### config.mk
export PLATFORM = sky130hd
export DESIGN_NAME = la64_instruction_decoder
export DESIGN_NICKNAME = d
export VERILOG_FILES = /design/src/la64id_pkg.sv /design/src/la64_instruction_decoder.sv /design/src/la64id_dec.sv
export SDC_FILE = /design/constraint.sdc
export NUM_CORES = 1
export LEC_CHECK = 0
export BUFFER_PORTS_ARGS = -buffer_cell sky130_fd_sc_hd__buf_2
export CAP_MARGIN = 20
export CORE_MARGIN = 10
export CORE_UTILIZATION = 40
export DETAILED_ROUTE_END_ITERATION = 16
export MAX_ROUTING_LAYER = met4
export PLACE_DENSITY = 0.65
export SYNTH_ARGS = -nofsm -noshare
export SYNTH_HDL_FRONTEND = slang
export SYNTH_HIERARCHICAL = 1
export SYNTH_SLANG_ARGS = --single-unit
export TNS_END_PERCENT = 10
### constraint.sdc
create_clock -name clk -period 16.28 [get_ports clk]
set_input_delay 0.814 -clock clk [delete_from_list [all_inputs] [get_ports clk]]
set_output_delay 0.814 -clock clk [all_outputs]
set_load 0.005 [all_outputs]
### src/la64id_pkg.sv
package la64id_pkg;

	typedef struct packed {
		logic [31:0] instr_word;
		logic        word_complete;
		logic [63:0] pc;
	} insn_t;

	typedef struct packed {
		logic [5:0]         insn_id;
		logic [4:0]         dest_reg;
		logic [4:0]         src_reg_j;
		logic [4:0]         src_reg_k;
		logic signed [19:0] immediate;
		logic [63:0]        branch_target;
		logic [2:0]         consumed_len;
	} dec_t;

	localparam logic [2:0] LEN_FULL = 3'd4;
	localparam logic [2:0] LEN_PART = 3'd1;

	// major opcodes, bits 31:26
	localparam logic [5:0] OP6_JIRL = 6'h13;
	localparam logic [5:0] OP6_B    = 6'h14;
	localparam logic [5:0] OP6_BL   = 6'h15;
	localparam logic [5:0] OP6_BEQ  = 6'h16;
	localparam logic [5:0] OP6_BGEU = 6'h1B;

	// bits 31:24
	localparam logic [7:0] OP8_BEQZ    = 8'h40;
	localparam logic [7:0] OP8_BNEZ    = 8'h44;
	localparam logic [7:0] OP8_LU12I   = 8'h14;
	localparam logic [7:0] OP8_LU32I   = 8'h16;
	localparam logic [7:0] OP8_PCALAU  = 8'h1A;
	localparam logic [7:0] OP8_SYSCALL = 8'h18;
	localparam logic [7:0] OP8_BREAK   = 8'hB0;
	localparam logic [7:0] OP8_BAR     = 8'h0B;
	localparam logic [4:0] BAR_DBAR    = 5'd0;
	localparam logic [4:0] BAR_IBCL    = 5'd4;

	// bits 31:22
	localparam logic [9:0] OP10_LD_B  = 10'h0A0;
	localparam logic [9:0] OP10_LD_WU = 10'h0AA;
	localparam logic [9:0] OP10_SLTI  = 10'h008;
	localparam logic [9:0] OP10_ADDID = 10'h00B;
	localparam logic [9:0] OP10_ANDI  = 10'h00D;
	localparam logic [9:0] OP10_XORI  = 10'h00F;

	// bits 31:15
	localparam logic [16:0] F17_ADD_W  = 17'h20;
	localparam logic [16:0] F17_ADD_D  = 17'h21;
	localparam logic [16:0] F17_SUB_W  = 17'h22;
	localparam logic [16:0] F17_SUB_D  = 17'h23;
	localparam logic [16:0] F17_SLT    = 17'h24;
	localparam logic [16:0] F17_SLTU   = 17'h25;
	localparam logic [16:0] F17_NOR    = 17'h28;
	localparam logic [16:0] F17_AND    = 17'h29;
	localparam logic [16:0] F17_OR     = 17'h2A;
	localparam logic [16:0] F17_XOR    = 17'h2B;
	localparam logic [16:0] F17_SLL_W  = 17'h2E;
	localparam logic [16:0] F17_SRL_W  = 17'h2F;
	localparam logic [16:0] F17_SRA_W  = 17'h30;
	localparam logic [16:0] F17_SLL_D  = 17'h31;
	localparam logic [16:0] F17_SRL_D  = 17'h32;
	localparam logic [16:0] F17_SRA_D  = 17'h33;
	localparam logic [16:0] F17_SLLI_W = 17'h81;
	localparam logic [16:0] F17_SLLI_D = 17'h82;
	localparam logic [16:0] F17_SRLI_W = 17'h89;
	localparam logic [16:0] F17_SRLI_D = 17'h8A;
	localparam logic [16:0] F17_SRAI_W = 17'h91;
	localparam logic [16:0] F17_SRAI_D = 17'h92;

	// instruction ids
	localparam logic [5:0] ID_INVALID   = 6'd0;
	localparam logic [5:0] ID_JIRL      = 6'd1;
	localparam logic [5:0] ID_B         = 6'd2;
	localparam logic [5:0] ID_BL        = 6'd3;
	localparam logic [5:0] ID_BEQ       = 6'd4;
	localparam logic [5:0] ID_BEQZ      = 6'd10;
	localparam logic [5:0] ID_BNEZ      = 6'd11;
	localparam logic [5:0] ID_LU12I_W   = 6'd12;
	localparam logic [5:0] ID_LU32I_D   = 6'd13;
	localparam logic [5:0] ID_LU52I_D   = 6'd14;
	localparam logic [5:0] ID_PCALAU12I = 6'd15;
	localparam logic [5:0] ID_LD_B      = 6'd16;
	localparam logic [5:0] ID_SYSCALL   = 6'd27;
	localparam logic [5:0] ID_BREAK     = 6'd28;
	localparam logic [5:0] ID_DBAR      = 6'd29;
	localparam logic [5:0] ID_IBCL      = 6'd30;
	localparam logic [5:0] ID_SLTI      = 6'd31;
	localparam logic [5:0] ID_ANDI      = 6'd35;
	localparam logic [5:0] ID_ADD_W     = 6'd38;
	localparam logic [5:0] ID_ADD_D     = 6'd39;
	localparam logic [5:0] ID_SUB_W     = 6'd40;
	localparam logic [5:0] ID_SUB_D     = 6'd41;
	localparam logic [5:0] ID_SLT       = 6'd42;
	localparam logic [5:0] ID_SLTU      = 6'd43;
	localparam logic [5:0] ID_NOR       = 6'd44;
	localparam logic [5:0] ID_AND       = 6'd45;
	localparam logic [5:0] ID_OR        = 6'd46;
	localparam logic [5:0] ID_XOR       = 6'd47;
	localparam logic [5:0] ID_SLL_W     = 6'd48;
	localparam logic [5:0] ID_SRL_W     = 6'd49;
	localparam logic [5:0] ID_SRA_W     = 6'd50;
	localparam logic [5:0] ID_SLL_D     = 6'd51;
	localparam logic [5:0] ID_SRL_D     = 6'd52;
	localparam logic [5:0] ID_SRA_D     = 6'd53;
	localparam logic [5:0] ID_SLLI_W    = 6'd54;
	localparam logic [5:0] ID_SLLI_D    = 6'd55;
	localparam logic [5:0] ID_SRLI_W    = 6'd56;
	localparam logic [5:0] ID_SRLI_D    = 6'd57;
	localparam logic [5:0] ID_SRAI_W    = 6'd58;
	localparam logic [5:0] ID_SRAI_D    = 6'd59;

endpackage

### src/la64_instruction_decoder.sv
// channel | dir | handshake               | beat
// insn    | in  | insn_valid / insn_stall | insn_t: instr_word, word_complete, pc
// dec     | out | dec_valid / dec_stall   | dec_t: id, regs, immediate, target, length
//
// An accepted insn beat reaches dec through the input register, then decode
// and 64-bit target add, then the result register.
// One beat per cycle sustained while dec_stall is low; each stage loads when empty or when its beat moves on.
// dec_stall backs up into insn_stall only once both stages hold a beat.
// arst_n clears the stage valid flags; payload registers are not reset.
module la64_instruction_decoder
	import la64id_pkg::*;
(
	input  logic  clk,
	input  logic  arst_n,
	input  logic  insn_valid,
	output logic  insn_stall,
	input  insn_t insn,
	output logic  dec_valid,
	input  logic  dec_stall,
	output dec_t  dec
);

	insn_t insn_s1;
	logic  valid_s1;
	dec_t  dec_c;
	dec_t  dec_s2;
	logic  valid_s2;
	logic  adv_s2;

	la64id_dec u_dec (
		.insn (insn_s1),
		.dec  (dec_c)
	);

	assign adv_s2     = !valid_s2 || !dec_stall;
	assign insn_stall = valid_s1 && !adv_s2;
	assign dec_valid  = valid_s2;
	assign dec        = dec_s2;

	always_ff @(posedge clk or negedge arst_n) begin
		if (!arst_n) begin
			valid_s1 <= 1'b0;
			valid_s2 <= 1'b0;
		end else begin
			if (!insn_stall)
				valid_s1 <= insn_valid;
			if (adv_s2)
				valid_s2 <= valid_s1;
		end
	end

	always_ff @(posedge clk) begin
		if (insn_valid && !insn_stall)
			insn_s1 <= insn;
		if (adv_s2 && valid_s1)
			dec_s2 <= dec_c;
	end

	a_stall_full: assert property (@(posedge clk) disable iff (!arst_n)
		insn_stall |-> (valid_s1 && valid_s2))
		else $error("insn stalled with a free stage");

	a_len_code: assert property (@(posedge clk) disable iff (!arst_n)
		valid_s2 |-> (dec_s2.consumed_len == LEN_FULL || dec_s2.consumed_len == LEN_PART))
		else $error("bad consumed length");

	a_part_invalid: assert property (@(posedge clk) disable iff (!arst_n)
		(valid_s2 && dec_s2.consumed_len == LEN_PART) |-> (dec_s2.insn_id == ID_INVALID))
		else $error("partial word decoded as instruction");

	a_invalid_zero: assert property (@(posedge clk) disable iff (!arst_n)
		(valid_s2 && dec_s2.insn_id == ID_INVALID) |->
		(dec_s2.branch_target == 64'd0 && dec_s2.immediate == 20'sd0 &&
		 dec_s2.dest_reg == 5'd0))
		else $error("invalid result carries fields");

	a_nonbranch_tgt: assert property (@(posedge clk) disable iff (!arst_n)
		(valid_s2 && dec_s2.insn_id > ID_BNEZ) |-> (dec_s2.branch_target == 64'd0))
		else $error("target on non-branch");

	a_out_hold: assert property (@(posedge clk) disable iff (!arst_n)
		(valid_s2 && dec_stall) |=> (valid_s2 && $stable(dec_s2)))
		else $error("stalled result changed");

endmodule

### src/la64id_dec.sv
module la64id_dec
	import la64id_pkg::*;
(
	input  insn_t insn,
	output dec_t  dec
);

	logic [31:0] w;
	logic [5:0]  o6;
	logic [7:0]  o8;
	logic [9:0]  o10;
	logic [16:0] f17;
	logic [5:0]  id;
	logic [19:0] imm;
	logic [25:0] off;
	logic        br;
	logic [19:0] s12;
	logic [63:0] tgt;

	assign w   = insn.instr_word;
	assign o6  = w[31:26];
	assign o8  = w[31:24];
	assign o10 = w[31:22];
	assign f17 = w[31:15];
	assign s12 = {{8{w[21]}}, w[21:10]};

	always_comb begin
		id  = ID_INVALID;
		imm = '0;
		off = '0;
		br  = 1'b0;
		if (o6 == OP6_JIRL) begin
			id  = ID_JIRL;
			off = {{10{w[25]}}, w[25:10]};
			br  = 1'b1;
		end else if (o6 == OP6_B || o6 == OP6_BL) begin
			id  = (o6 == OP6_B) ? ID_B : ID_BL;
			off = w[25:0];
			br  = 1'b1;
		end else if (o6 >= OP6_BEQ && o6 <= OP6_BGEU) begin
			id  = ID_BEQ + (o6 - OP6_BEQ);
			off = {{10{w[25]}}, w[25:10]};
			br  = 1'b1;
		end else if (o8 == OP8_BEQZ || o8 == OP8_BNEZ) begin
			id  = (o8 == OP8_BEQZ) ? ID_BEQZ : ID_BNEZ;
			off = {{12{w[23]}}, w[23:10]};
			br  = 1'b1;
		end else if (o8 == OP8_LU12I && w[23:22] == 2'b00) begin
			id  = ID_LU12I_W;
			imm = w[24:5];
		end else if (o8 == OP8_LU32I && !w[23]) begin
			id  = ID_LU32I_D;
			imm = w[24:5];
		end else if (o8 == OP8_LU32I) begin
			id  = ID_LU52I_D;
			imm = s12;
		end else if (o8 == OP8_PCALAU) begin
			id  = ID_PCALAU12I;
			imm = w[24:5];
		end else if (o10 >= OP10_LD_B && o10 <= OP10_LD_WU) begin
			id  = ID_LD_B + 6'(o10 - OP10_LD_B);
			imm = s12;
		end else if (o8 == OP8_SYSCALL) begin
			id  = ID_SYSCALL;
			imm = {15'd0, w[4:0]};
		end else if (o8 == OP8_BREAK) begin
			id  = ID_BREAK;
			imm = {5'd0, w[24:10]};
		end else if (o8 == OP8_BAR && w[9:5] == BAR_DBAR) begin
			id  = ID_DBAR;
			imm = {15'd0, w[4:0]};
		end else if (o8 == OP8_BAR && w[9:5] == BAR_IBCL) begin
			id  = ID_IBCL;
		end else if (o10 >= OP10_SLTI && o10 <= OP10_ADDID) begin
			id  = ID_SLTI + 6'(o10 - OP10_SLTI);
			imm = s12;
		end else if (o10 >= OP10_ANDI && o10 <= OP10_XORI) begin
			id  = ID_ANDI + 6'(o10 - OP10_ANDI);
			imm = {8'd0, w[21:10]};
		end else begin
			unique case (f17)
				F17_ADD_W:  id = ID_ADD_W;
				F17_ADD_D:  id = ID_ADD_D;
				F17_SUB_W:  id = ID_SUB_W;
				F17_SUB_D:  id = ID_SUB_D;
				F17_SLT:    id = ID_SLT;
				F17_SLTU:   id = ID_SLTU;
				F17_NOR:    id = ID_NOR;
				F17_AND:    id = ID_AND;
				F17_OR:     id = ID_OR;
				F17_XOR:    id = ID_XOR;
				F17_SLL_W:  id = ID_SLL_W;
				F17_SRL_W:  id = ID_SRL_W;
				F17_SRA_W:  id = ID_SRA_W;
				F17_SLL_D:  id = ID_SLL_D;
				F17_SRL_D:  id = ID_SRL_D;
				F17_SRA_D:  id = ID_SRA_D;
				F17_SLLI_W: begin
					id  = ID_SLLI_W;
					imm = {15'd0, w[14:10]};
				end
				F17_SLLI_D: begin
					id  = ID_SLLI_D;
					imm = {14'd0, w[15:10]};
				end
				F17_SRLI_W: begin
					id  = ID_SRLI_W;
					imm = {15'd0, w[14:10]};
				end
				F17_SRLI_D: begin
					id  = ID_SRLI_D;
					imm = {14'd0, w[15:10]};
				end
				F17_SRAI_W: begin
					id  = ID_SRAI_W;
					imm = {15'd0, w[14:10]};
				end
				F17_SRAI_D: begin
					id  = ID_SRAI_D;
					imm = {14'd0, w[15:10]};
				end
				default: id = ID_INVALID;
			endcase
		end
	end

	// pc + 4 + 4 * offset, wraps at 64 bits
	assign tgt = insn.pc + 64'd4 + {{36{off[25]}}, off, 2'b00};

	always_comb begin
		dec = '0;
		if (!insn.word_complete) begin
			dec.consumed_len = LEN_PART;
		end else begin
			dec.consumed_len = LEN_FULL;
			if (id != ID_INVALID) begin
				dec.insn_id       = id;
				dec.dest_reg      = w[4:0];
				dec.src_reg_j     = w[9:5];
				dec.src_reg_k     = w[14:10];
				dec.immediate     = imm;
				dec.branch_target = br ? tgt : 64'd0;
			end
		end
	end

endmodule
# After elaboration in Yosys (flattened, before gate mapping)

Cells that the tools add are included.

Shifts and indexed selects: 0
Muxes and demuxes: 39
Add/sub/neg operators: 10
Multiply operators: 0
Div/mod/pow operators: 0
Reduce and logical (&&, ||, !) cells: 27
Bitwise operators: 2
Equal/unequal tests: 34
$lt $le $gt $ge: 8

Operators by type and width:

| operator                                                            | count |
|---|---|
| equality test 17 x 6 -> 1 bit (second input constant)               | 16 |
| two-way mux 20 bit                                                  | 11 |
| case mux 6 bit (22 select lines)                                    | 1 |
| two-way mux 26 bit                                                  | 4 |
| equality test 17 x 8 -> 1 bit (second input constant)               | 6 |
| two-way mux 6 bit                                                   | 15 |
| adder 64 x 3 -> 64 bit (second input constant)                      | 1 |
| adder 64 bit                                                        | 1 |
| equality test 8 x 5 -> 1 bit (second input constant)                | 4 |
| greater-or-equal comparator 10 x 4 -> 1 bit (second input constant) | 2 |
| less-or-equal comparator 10 x 4 -> 1 bit (second input constant)    | 2 |
| equality test 6 x 5 -> 1 bit (second input constant)                | 3 |
| equality test 8 x 7 -> 1 bit (second input constant)                | 2 |
| adder 5 x 6 -> 6 bit (first input constant)                         | 2 |
| case mux 6 bit (2 select lines)                                     | 1 |
| subtractor 6 x 4 -> 6 bit (second input constant)                   | 2 |
| logical AND 1 bit                                                   | 11 |
| greater-or-equal comparator 10 x 8 -> 1 bit (second input constant) | 1 |
| less-or-equal comparator 10 x 8 -> 1 bit (second input constant)    | 1 |
| equality test 8 x 4 -> 1 bit (second input constant)                | 1 |
| equality test 8 bit (second input constant)                         | 1 |
| adder 3 x 6 -> 6 bit (first input constant)                         | 1 |
| adder 6 bit (first input constant)                                  | 1 |
| greater-or-equal comparator 6 x 5 -> 1 bit (second input constant)  | 1 |
| 16 further kinds                                                    | 29 |

Word-level logic and storage cells: 132
Output and inout bits: 110
Bits of input ports: 101
Memory bits (writable): 0
Memory bits (read-only): 0
Register bits: 207
Memories kept: 0
Bits in latches: 0

# Longest topological paths before layout

Gate-level depths: netlist of the first run.

Depth in word-level cells: 20
Gate-level depth with buffers: 25
Gate-level depth less buffers: 22

# Hierarchy

The synthesis of the first run kept the hierarchy.

By module, submodules not included:

| module                   | instances | sequential area each (µm²) | area an instance (µm²) | cells each |
|---|---|---|---|---|
| la64id_dec               | 1         | 0.0                        | 7058.0                 | 1065 |
| la64_instruction_decoder | 1         | 6206.0                     | 6248.5                 | 213 |

# Worst setup path after synthesis of the first run

OpenSTA, ideal clock, no wires.

Path kind: input port to flip-flop
Start: in dec_stall
End: reg dec_s2 (netlist bit dec[0]) (enable)
Setup time: 0.740 ns
Buffers on the path: 0
Cell stages on the path: 1
Slack: 6.941 ns
Data required time: 15.540 ns
Arrival time: 8.599 ns
Cells stage by stage: a21boi_0

Word-level cells in the longest chain between the ends: 3

RTL lines:

| item                 | RTL line                       | RTL |
|---|---|---|
| start, declared      | la64_instruction_decoder.sv:19 | `input logic dec_stall,` |
| zero test 1 bit      | la64_instruction_decoder.sv:35 | `assign adv_s2 = !valid_s2 \|\| !dec_stall;` |
| logical OR 1 bit     | la64_instruction_decoder.sv:35 |  |
| logical AND 1 bit    | la64_instruction_decoder.sv:55 | `if (adv_s2 && valid_s1)` |
| end signal, assigned | la64_instruction_decoder.sv:56 | `dec_s2 <= dec_c;` |
| end, declared        | la64_instruction_decoder.sv:26 | `dec_t dec_s2;` |

Every way passes these cells.
A chain may end at the register's enable or synchronous reset.

# Worst setup path in the final report of the first run

Start: reg insn_s1[91] (netlist name)
End: reg dec_s2 (netlist bit dec[61]), data pin

Word-level cells in the longest chain between the ends: 19
Elaborated cells between the ends (all ways): 88
Classes of those cells: 9 x add/sub; 8 x order compare; 33 x eq/ne; 26 x mux; 12 x reduce/logical

RTL lines:

| item                                                    | RTL line                       | RTL |
|---|---|---|
| start, declared                                         | la64_instruction_decoder.sv:23 | `insn_t insn_s1;` |
| start signal, assigned                                  | la64_instruction_decoder.sv:54 | `insn_s1 <= insn;` |
| subtractor 6 x 4 -> 6 bit, or another cell as far along | la64id_dec.sv:78               | `id = ID_ANDI + 6'(o10 - OP10_ANDI);` |
| adder 6 bit, or another cell as far along               | la64id_dec.sv:78               |  |
| two-way mux 6 bit                                       | la64id_dec.sv:77               | `end else if (o10 >= OP10_ANDI && o10 <= OP10_XORI) begin` |
| two-way mux 6 bit                                       | la64id_dec.sv:74               | `end else if (o10 >= OP10_SLTI && o10 <= OP10_ADDID) begin` |
| two-way mux 6 bit                                       | la64id_dec.sv:72               | `end else if (o8 == OP8_BAR && w[9:5] == BAR_IBCL) begin` |
| two-way mux 6 bit                                       | la64id_dec.sv:69               | `end else if (o8 == OP8_BAR && w[9:5] == BAR_DBAR) begin` |
| two-way mux 6 bit                                       | la64id_dec.sv:66               | `end else if (o8 == OP8_BREAK) begin` |
| two-way mux 6 bit                                       | la64id_dec.sv:63               | `end else if (o8 == OP8_SYSCALL) begin` |
| [3 not listed]                                          | --                             |  |
| two-way mux 6 bit                                       | la64id_dec.sv:51               | `end else if (o8 == OP8_LU32I && !w[23]) begin` |
| two-way mux 6 bit                                       | la64id_dec.sv:48               | `end else if (o8 == OP8_LU12I && w[23:22] == 2'b00) begin` |
| two-way mux 6 bit                                       | la64id_dec.sv:44               | `end else if (o8 == OP8_BEQZ \|\| o8 == OP8_BNEZ) begin` |
| two-way mux 6 bit                                       | la64id_dec.sv:40               | `end else if (o6 >= OP6_BEQ && o6 <= OP6_BGEU) begin` |
| two-way mux 6 bit                                       | la64id_dec.sv:36               | `end else if (o6 == OP6_B \|\| o6 == OP6_BL) begin` |
| two-way mux 6 bit                                       | la64id_dec.sv:32               | `if (o6 == OP6_JIRL) begin` |
| nonzero test 6 bit                                      | la64id_dec.sv:136              | `if (id != ID_INVALID) begin` |
| AND reduction 3 bit (no line)                           | --                             |  |

Parallel ways exist; a longest one is shown, timed or not.

==> results of run 1 <==
flip-flops by register name (all words and copies together) (netlist names):
signal,count
dec,108
dec_valid,1
insn_s1,97
valid_s1,1
Yosys cell counts (10+ instances only):
master	number	area [sq um]
a211oi_1	18	135.1
a21o_1	31	232.7
a21oi_1	102	510.5
a22o_1	13	113.9
a31oi_1	10	62.56
and2_1	25	156.4
and3_1	11	68.82
clkbuf_1	44	165.2
edfxtp_1	205	6156
ha_1	136	1702
inv_1	28	105.1
nand2_1	100	375.4
nand2b_1	12	75.07
nand3_1	21	105.1
nand4_1	24	150.1
nor2_1	126	473.0
nor2b_1	13	81.33
nor3_1	34	170.2
nor4_1	15	93.84
o211ai_1	16	120.1
o21a_1	10	75.07
o21ai_0	58	290.3
o21bai_1	12	90.09
xnor2_1	34	297.8
xor2_1	31	271.5
cell type report:
type                            count  share of cell area [%]
Multi-Input combinational cell    986                   43.44
Sequential cell                   207                   39.79
Timing Repair Buffer              222                   7.316
Clock buffer                       29                   4.108
Tap cell                          442                   3.546
Clock inverter                     14                   1.075
Inverter                           28                  0.6739
Antenna cell                        3                 0.04813
final timing paths:
check                                         to  slack, ns
setup / recovery               dec[61]$_DFFE_PP_       9.31
hold / removal              valid_s1$_DFFE_PN0N_       0.07
setup reg to reg               dec[61]$_DFFE_PP_       9.31
hold reg to reg            dec_valid$_DFFE_PN0P_       0.51
max in group asynchronous  dec_valid$_DFFE_PN0P_      16.12
min in group clk           insn_s1[73]$_DFFE_PP_       0.46
power by group:
| group | internal [mW] | switching (mW) |
|---|---|---|
| registers | 0.630 | 0.0256 |
| logic | 0.0950 | 0.152 |
| clock network | 0.330 | 0.220 |
| total | 1.05 | 0.398 |
worst register-to-register path, stage by stage (launching register included):
cell	delay, ns
edfxtp_1	0.64
inv_1	0.30
ha_1	0.32
nor2_1	0.13
nor4b_1	0.67
nor2_1	0.15
o21ai_1	0.87
a22o_1	0.25
ha_1	0.24
ha_1	0.31
a211oi_1	0.30
o21ai_1	0.20
o2111a_1	0.32
or4b_1	0.55
a21oi_1	0.36
o211ai_1	0.22
a41oi_1	0.45
o22ai_1	0.17
xnor2_1	0.16
nor2_1	0.06
metrics by stage:
step	hold slack (ns)	instances	setup WS [ns]
after detailed placement	0.4981	1885	9.441
final	0.06550	1931	9.305
after CTS	0.04515	1928	9.409
after floorplan	0.4667	1278	6.941
after global placement	0.4871	1885	9.736
after global routing	0.04527	1931	8.772
kinds of logic after synthesis:
logic type	Yosys count	share of synthesized area, %
XOR/XNOR	65	4.278
AO/OA/AOI/OAI	341	16.52
AND/OR/NAND/NOR	438	16.68
buffers and inverters	85	2.595
multiplexers	4	0.3197
flip-flops	207	46.64
adder cells (fa/ha/maj)	137	12.94
other	1	0.02818
layer usage:
metal  up-vias  part of all wire, %
met5         -                    0
met4         0                  1.9
met3        53                  6.3
met2       374                   46
met1      5254                   46
li1       5235                    -
==> flow_summary.yaml, run 1 <==
status:
  status: "finished clean"
job:
  cap_violations: 0
worst_setup_path:
  critPathBufInv: 1
  worstPathRequired_ns: 16.52
  crit_path_start: "insn_s1[91]$_DFFE_PP_"
  endpoint_kind: "register"
  start_kind: "register"
  crit_path_max_incr_delay_ns: 0.87
  critPathMaxFanout: 16
  r2r-start: "insn_s1[91]$_DFFE_PP_"
  rr_worst_depth: 19
  crit_chain: "inv_1 -> ha_1 -> nor2_1 -> nor4b_1 -> nor2_1 -> o21ai_1 -> a22o_1 -> ha_1 -> ha_1 -> a211oi_1 -> o21ai_1 -> o2111a_1 -> or4b_1 -> a21oi_1 -> o211ai_1 -> a41oi_1 -> o22ai_1 -> xnor2_1 -> nor2_1"
  path_depth: 19
  worstPathArrival_ns: 7.21
  cp_top_family: "compound AO/OA/AOI/OAI gates"
  crit_type: "register to register"
  crit_path_top_delay_cell: "o21ai_1"
synthesis:
  synth_nets: 1516
  synth_cells: 1278
  synth_edf_count: 205
  synth-seq-cells: 207
  syn_area_sq_um: 13310
  postSynthAreaPerCell_sq_um: 10.41
  yosysWarnings: 6
  yosys.cell_types.count: 82
  synth_async_sr_flop_share_pct: 0.9662
  synth_top_flop_cell: "edfxtp_1"
  ys_seq_area_share_pct: 46.64
global_routing:
  grt_pass1_wl_um: 62360
  grtUsageTotal_pct: 19.50
  grt_max_degree: 72
  grtUsageMet2_pct: 30.42
  grt_pass1_vias: 10720
  grt_antenna_before_repair: 3
  top_usage_layer: "met2"
  grt_util_met3_pct: 2.799
  grt-ovfl-total: 0
  globalRouteMet1Util_pct: 26.23
timing:
  fin_crit_sh_pct: 42.84
  final-max-slew-violation-count: 0
  finClkSkew_ns: 0.01856
  slew_headroom_pct: 27.96
  grt_setup_unrepaired: "no"
  fin_crit_ns: 6.975
  fmax_mhz: 143.4
  hold_viol: 0
  fin_setup_tns_ns: 0
  worstMarginPinSlew_ns: 1.073
  setup_viol: 0
power:
  pwr_density_cell_nw_per_um2: 93.12
  leakage_nw: 6.595
  power_mw: 1.452
  peakVddDrop_mv: 0.06375
clocking:
  h-tree-depth: 1
  postCtsSetupBuffers: 0
  cts_tree: "done"
  clk_path_buf_depth: 3
  ctsHoldBuffers: 0
  clkTransAtPathRegs_ns: 0.06
  cts_root_buf: "clkbuf_16"
  ctsResizeCount: 0
  cts_buffers: 25
  cts_sinks: 207
  insertion_delay_ns: 0.53
route:
  drc: 0
  drt-total-wl_um: 40750
  post_drt_via_cell_ratio: 5.653
  drt_pre_antenna_iters: 5
  drt_iter0_markers: 891
  wire_per_inst_um: 21.10
  via_count: 10920
  ant_nets: 0
layout:
  final_cell_mix: "buf_2 (210), edfxtp_1 (205), ha_1 (136), nor2_1 (126), a21oi_1 (102)"
  multi_input_area_sq_um: 6775
  final_cell_area_sq_um: 15600
  area.growth.synth_to_final_pct: 17.21
  fillerInstances: 3126
  utilization_pct: 47.69
  layout.nets: 1708
  regArea_sq_um: 6206
  final_common_cell: "buf_2"
  drive_above_1_share_pct: 19.31
worst_hold_path:
  hp-class: "input pin to asynchronous set/reset pin"
die:
  die_h_um: 202.4
  io_pins: 211
  num_rows: 66
  die_x_um: 202.4
  start_util_pct: 40.69
  core_sq_um: 32700
  dieArea_sq_um: 40960
place:
  hpwl_um: 30690
  gp_congestion: 0.9484
  place_area_sq_um: 14780
  io_buffers: 210
Note: power is estimated with default switching activity, not from simulation.
==> inputs of run 2 (changes only) <==
ABC_AREA = 1   (was unset)
PLACE_DENSITY = 0.64   (was 0.65)
clock period = 7.2 ns   (was 16.28 ns; I/O delays follow)
==> run 2 against run 1 <==
  * Sequential share of layout area down 5.4 points
  * Cell area increased by 16%
  * Maximum frequency up 10%
  * Worst setup slack worse by 8.4 ns
  * Critical path depth increased by 6
  * Hold slack got worse by 0.041 ns
==> flow_summary.yaml, run 2 <==
die:
  dieArea_sq_um: 45240
  num_rows: 70
  die_x_um: 212.7
  die_h_um: 212.7
  io_pins: 211
  core_sq_um: 36610
  start_util_pct: 40.57
worst_hold_path:
  hp-class: "input pin to register"
  hold_depth: 1
worst_setup_path:
  start_kind: "register"
  endpoint_kind: "register"
  worstPathArrival_ns: 6.73
  worstPathRequired_ns: 7.59
  critPathMaxFanout: 16
  rr_worst_depth: 25
  crit_type: "register to register"
place:
  placed_cells: 2450
  pre_cts_ws_ns: 1.031
  io_buffers: 210
  gp_congestion: 0.9975
  hpwl_um: 41620
clocking:
  cts_tree: "done"
  cts_sinks: 207
  cts_root_buf: "clkbuf_16"
  postCtsSetupBuffers: 0
  h-tree-depth: 1
  clk_path_buf_depth: 3
  insertion_delay_ns: 0.55
  cts_buffers: 24
  clkTransAtPathRegs_ns: 0.06
synthesis:
  synth_async_sr_flop_share_pct: 0.9662
  ys_seq_area_share_pct: 41.78
  synth-seq-cells: 207
  synth_top_flop_cell: "edfxtp_1"
  yosys.cell_types.count: 51
  yosysTopAreaCell: "edfxtp_1"
  syn_area_sq_um: 14850
  synth_top_area_share_pct: 41.44
  synth_nets: 2041
  yosysMostFrequentCell: "nand2_1"
  synth_edf_count: 205
  synth_cells: 1803
  yosysWarnings: 6
  ys_top_cells_by_count: "nand2_1 (337), edfxtp_1 (205), inv_1 (202)"
  yosys-top-cells-area: "edfxtp_1 (41%), ha_1 (11%), nand2_1 (8.5%), a21oi_1 (6.3%), inv_1 (5.1%)"
  postSynthAreaPerCell_sq_um: 8.239
route:
  post_drt_via_cell_ratio: 5.512
  wire_per_inst_um: 20.98
  drt_pre_antenna_iters: 6
  ant_nets: 0
  via_count: 14220
  drt_iter0_markers: 1510
  drt-total-wl_um: 54100
  drc: 0
timing:
  finClkSkew_ns: 0.01932
  hold_viol: 0
  timing.hold.ws_ns: 0.02409
  grt_setup_unrepaired: "no"
  setup_viol: 0
  worstMarginPinSlew_ns: 1.105
  fin_crit_sh_pct: 88.06
  final-max-slew-violation-count: 0
  fmax_mhz: 157.7
  setup_ws_ns: 0.8598
  fin_setup_tns_ns: 0
  fin_crit_ns: 6.340
  slew_headroom_pct: 26.14
power:
  p_sw_mw: 1.134
  leakage_nw: 8.051
  power_frac_seq_pct: 42.0
  swShare_pct: 32.17
  power_frac_comb_pct: 25.0
  clkPwrFrac_pct: 32.9
  peakVddDrop_mv: 0.1563
  internal_power_mw: 2.392
  pwr_density_cell_nw_per_um2: 195.6
global_routing:
  grtUsageTotal_pct: 24.07
  grt_pass1_wl_um: 82250
  grt_max_degree: 66
  grt-ovfl-total: 0
  grt_pass1_vias: 13990
  grt_antenna_before_repair: 0
layout:
  layoutNonFillerInstCount: 2579
  final_cell_mix: "nand2_1 (337), buf_2 (210), edfxtp_1 (205), inv_1 (201), a21oi_1 (185)"
  largest_reg_flops: 108
  drive_above_1_share_pct: 15.59
  final_common_cell: "nand2_1"
  insertedDiodeCount: 0
  layout.nets: 2333
  area.growth.synth_to_final_pct: 21.39
status:
  status: "finished clean"
job:
  cap_violations: 0
==> run 2: cell types whose count changed in the layout (fill, tap and decap cells not counted), moves of 33 or more <==
cell,before,now
nand3_1,21,121
nand2_1,100,337
xnor2_1,34,1
nor2_1,126,178
a21oi_1,102,185
inv_1,28,201
dlygate4sd3_1,0,87
o21ai_0,58,118
==> run 2: worst paths after layout <==
| check | from | endpoint | slack [ns] |
|---|---|---|---|
| max | insn_s1[96]$_DFFE_PP_ | dec[52]$_DFFE_PP_ | 0.86 |
| min | insn[35] | insn_s1[35]$_DFFE_PP_ | 0.02 |
| max reg2reg | insn_s1[96]$_DFFE_PP_ | dec[52]$_DFFE_PP_ | 0.86 |
| min reg2reg | valid_s1$_DFFE_PN0N_ | valid_s1$_DFFE_PN0N_ | 0.55 |
| max in group asynchronous | arst_n | dec_valid$_DFFE_PN0P_ | 6.97 |
| min in group asynchronous | arst_n | valid_s1$_DFFE_PN0N_ | 0.14 |
==> run 2: timing repair <==
item / in CTS / in global routing
hold buffers: 84 / 3
endpoints found under the hold margin: 85 / 3
resized for setup: 0 / 0
==> run 2: metrics by stage <==
stage	cell area [sq um]	util [%]	total power, mW
floorplan	14850	-	2.043
global placement	16420	44.85	2.336
detailed placement	16430	44.88	2.338
CTS	18000	49.17	3.545
global route	18030	49.25	3.710
finish	18030	49.25	3.527
==> run 2: area by class of cell <==
type                    count  area, sq um
multi-input cells        1333         7631
well taps                 468        585.6
inverters                 217        817.0
clock inverters            15        96.34
fillers                  3603        18580
repair buffers            312         2063
clock buffers              27        633.1
flip-flops and latches    207         6206
==> run 2: logic make-up after synthesis <==
logic type,Yosys count,share of synthesized area (%)
simple gates,736,21.48
compound gates,449,17.45
fa+ha+maj,137,11.59
other cells,1,0.02525
xor+xnor,10,0.5897
flops,207,41.78
buf+inv,263,7.084
==> run 2: routing by layer <==
layer	vias up	track usage, %	share of wire [%]
met2	588	36.40	45
met3	101	4.311	7.8
met1	6657	32.24	45
li1	6870	-	-
met4	0	7.533	3.0
met5	-	-	0
==> run 2: worst max-delay path: stages, from the launching register on <==
cell and delay (ns):
edfxtp_1 0.58, inv_2 0.21, nand2_1 0.08, nor2_1 0.20, nand2_1 0.14, nand2_1 0.36, inv_1 0.35, a21oi_1 0.89
o22ai_1 0.30, ha_1 0.38, ha_1 0.17, inv_1 0.07, fa_1 0.42, nand3b_1 0.18, nand2_1 0.12, a21boi_0 0.13
inv_1 0.17, nand4_1 0.12, nand3_1 0.23, nand2_1 0.09, nand2_1 0.16, nand2_1 0.17, o21ai_0 0.30, or2_2 0.17
nand3_1 0.06, a21oi_1 0.15
==> run 2: power groups by stage <==
stage	Sequential [mW]	Combinational (mW)	Clock, mW
floorplan	1.50	0.541	0
finish	1.48	0.883	1.16
CTS	1.48	0.873	1.19
global placement	1.50	0.831	0
global route	1.49	0.981	1.24
detailed placement	1.51	0.832	0
